$ cat config.mk
export PLATFORM = sky130hd
export DESIGN_NAME = ocmc_ram
export DESIGN_NICKNAME = d
export VERILOG_FILES = /design/src/ocmc_ram.sv
export SDC_FILE = /design/constraint.sdc
export NUM_CORES = 2
export LEC_CHECK = 0
export BUFFER_PORTS_ARGS = -buffer_cell sky130_fd_sc_hd__buf_2
export CAP_MARGIN = 5
export CORE_UTILIZATION = 57
export DETAILED_ROUTE_END_ITERATION = 10
export HOLD_SLACK_MARGIN = 0.02
export PLACE_DENSITY = 0.86
export SETUP_SLACK_MARGIN = 0.05
export SYNTH_ARGS = -nofsm -noshare
export SYNTH_HDL_FRONTEND = slang
export SYNTH_SLANG_ARGS = --single-unit
$ cat constraint.sdc
create_clock -name clk -period 3.6 [get_ports clk]
set_input_delay 0.18 -clock clk [delete_from_list [all_inputs] [get_ports clk]]
set_output_delay 0.18 -clock clk [all_outputs]
set_load 0.05 [all_outputs]
$ cat src/ocmc_ram.sv
module ocmc_ram #(
  parameter int DEPTH = 64,
  parameter int WIDTH = 32,
  parameter int AW    = 6
) (
  input  logic             clk,
  input  logic             we,
  input  logic [AW-1:0]    waddr,
  input  logic [WIDTH-1:0] wdata,
  input  logic [AW-1:0]    raddr,
  output logic [WIDTH-1:0] rdata
);

  logic [WIDTH-1:0] mem [DEPTH];

  // one write port, one registered read port
  always_ff @(posedge clk) begin
    if (we) begin
      mem[waddr] <= wdata;
    end
    rdata <= mem[raddr];
  end

endmodule

==> metrics <==
final period demand of the worst path 2.95 ns; placer congestion estimate 0.833; Starting Density 57.7%; Slew HR 4.17%; largest net degree at the start of global routing 66; TritonRoute pass-1 iters 8; Antenna Nets Post-Route 0; async set-reset flop share out of synthesis 0%; DR DRC count 0; Worst Tran Pin Value 1.44 ns; Worst VDD drop 0.573 mV; CTS tree yes; critical path class input pin to register; synth warn 0; via-per-instance ratio about 7.3; Final Hold Viols 0; die area roughly 0.14 mm^2; die outline width 373 um; IO buf count between 70 and 80; row count 135; f_max 0.338 GHz; max capacitance violation total 0; Hold-fix buffers, CTS 4; Worst EP required roughly 4 ns; RSZ-0062 raised after global routing no; final setup fails 0; Total Wirelength 222000 um; CP Data Arrival Time about 3.5 ns; first-pass GRT wire length 311000 um; number of synthesized flops with an enable pin 2048; Root Buffer Master clkbuf_16; global route total overflow 0; Final Core Density about 65%; CP Capture Type register; vias in the first global route between 40000 and 50000; most frequent cells in the layout edfxtp_1 (2048), mux4_2 (544), clkbuf_16 (192), buf_4 (122), mux2i_1 (93); Worst Hold Class input pin to register; worst hold slack 0.156 ns; all-layer global routing usage 32.2%; H-tree levels 4; leakage approximately 28 nW; Max FO, Critical Path 17; FF+latch count, synth 2080; most common cell after layout, fill and taps aside edfxtp_1; chip height 373 um; Slew Limit Fails 0; Vias 40400; Post-Synthesis Mean Instance Area 23.6 um^2; Setup TNS 0 ns; num ports 78; Seq/Total Area, Yosys 79.1%; share of post-route cells with drive strength above 1 30.0%; area grow syn2layout 12.8%; Power Dens Cells 557 mW/mm^2; nets@finish 3627; clk slew on worst S/H paths about 0.07 ns; Final HPWL DP around 110000 um; Longest Clk Path Bufs 3; Worst setup SP type input pin; Wirelength per Cell roughly 40 um; Synth Flop Type edfxtp_1; total CTS buffers approximately 190; fillers roughly 8000; status finished clean; Synth Instances 3324; number of clock sinks 2080; Tcrit/Tclk final 82.1%; core footprint 0.136 mm^2; initial antenna violation count 16; postcts setup bufs 0; Netlist cell types 34; skew final 0.0393 ns; synthesized area 0.0785 mm^2; drt initial violations around 7500; clk_lat worst skew 0.84 ns; Post-Syn Nets between 3000 and 4000; CTS resizes 0
-- cells in the mapped netlist, drive strengths merged, types with 5 or more instances --
library cell / count / share of area [%]
a21oi: 62 / 0.40
a311oi: 8 / 0.089
or3b: 5 / 0.056
mux4: 544 / 16
o22ai: 84 / 0.67
mux2i: 93 / 1.2
nor2: 137 / 0.65
edfxtp: 2048 / 78
nand2b: 8 / 0.064
clkbuf: 74 / 0.35
a22oi: 12 / 0.11
dfxtp: 32 / 0.82
nor2b: 15 / 0.12
nand3: 5 / 0.032
nor3: 7 / 0.045
nand2: 26 / 0.12
o221ai: 27 / 0.30
buf: 108 / 0.77
nand3b: 5 / 0.048
-- where the power goes --
part           internal [mW]  switching (mW)
Combinational          0.935            1.82
Sequential              26.8           0.140
Clock                   10.8            8.86
Total                   38.5            10.8
-- worst max-delay path: stages --
cell and delay, ns:
dlygate4sd3_1 0.66, buf_2 0.32, nor2b_1 0.28, nand3_1 0.80, nor2_4 0.92, buf_12 0.28
-- worst paths after layout --
path | to | startpoint | cells after the start | slack, ns
setup reg to reg | rdata[18] | mem[15][18] | 4 | 1.04
setup / recovery | mem[59][8] | waddr[1] | 6 | 0.65
hold reg to reg | rdata[9] | mem[50][9] | 5 | 0.92
hold / removal | mem[7][18] | wdata[18] | 1 | 0.16
-- cell type report --
type | instances | area, um^2 | area share [%]
sequential | 2080 | 62100 | 70.2
multi-input combinational | 1062 | 16000 | 18.0
tap | 1781 | 2230 | 2.52
timing repair buffer | 250 | 2330 | 2.63
clock inverter | 97 | 767 | 0.866
antenna | 7 | 17.5 | 0.0198
clock buffer | 251 | 5120 | 5.78
-- metal layers --
layer / share of wire (%) / global-route usage [%] / wire (um) / up-vias
met5: 0.0095 / 0.172 / 21 / -
met4: 6.2 / 16.8 / 13700 / 4
met3: 15 / 9.62 / 33800 / 939
met2: 48 / 50.8 / 107000 / 4327
met1: 31 / 40.7 / 67800 / 20400
li1: - / - / - / 14800
-- sequential cells by signal (all words and copies together), names as in the netlist --
signal / count
mem: 2048
rdata: 32
-- through the flow --
stage | total power, mW | cells | worst slack [ns] | area, um^2
final | 49.3 | 5528 | 0.646 | 88600
after global routing | 50.3 | 5524 | 0.691 | 88600
after CTS | 49.3 | 5521 | 0.928 | 88500
after detailed placement | 30.1 | 5169 | 0.391 | 82600
after global placement | 29.9 | 5169 | 0.408 | 82600
after floorplan | 28.9 | 3324 | 0.260 | 78500
-- logic make-up after synthesis --
kind of cell / after synthesis / synth area share [%]
DFF: 2080 / 79.1
muxes: 637 / 16.8
and+or+nand+nor: 223 / 1.27
AOI/OAI and AO/OA: 202 / 1.67
buffers and inverters: 182 / 1.13
Note: power is estimated with default switching activity, not from simulation.
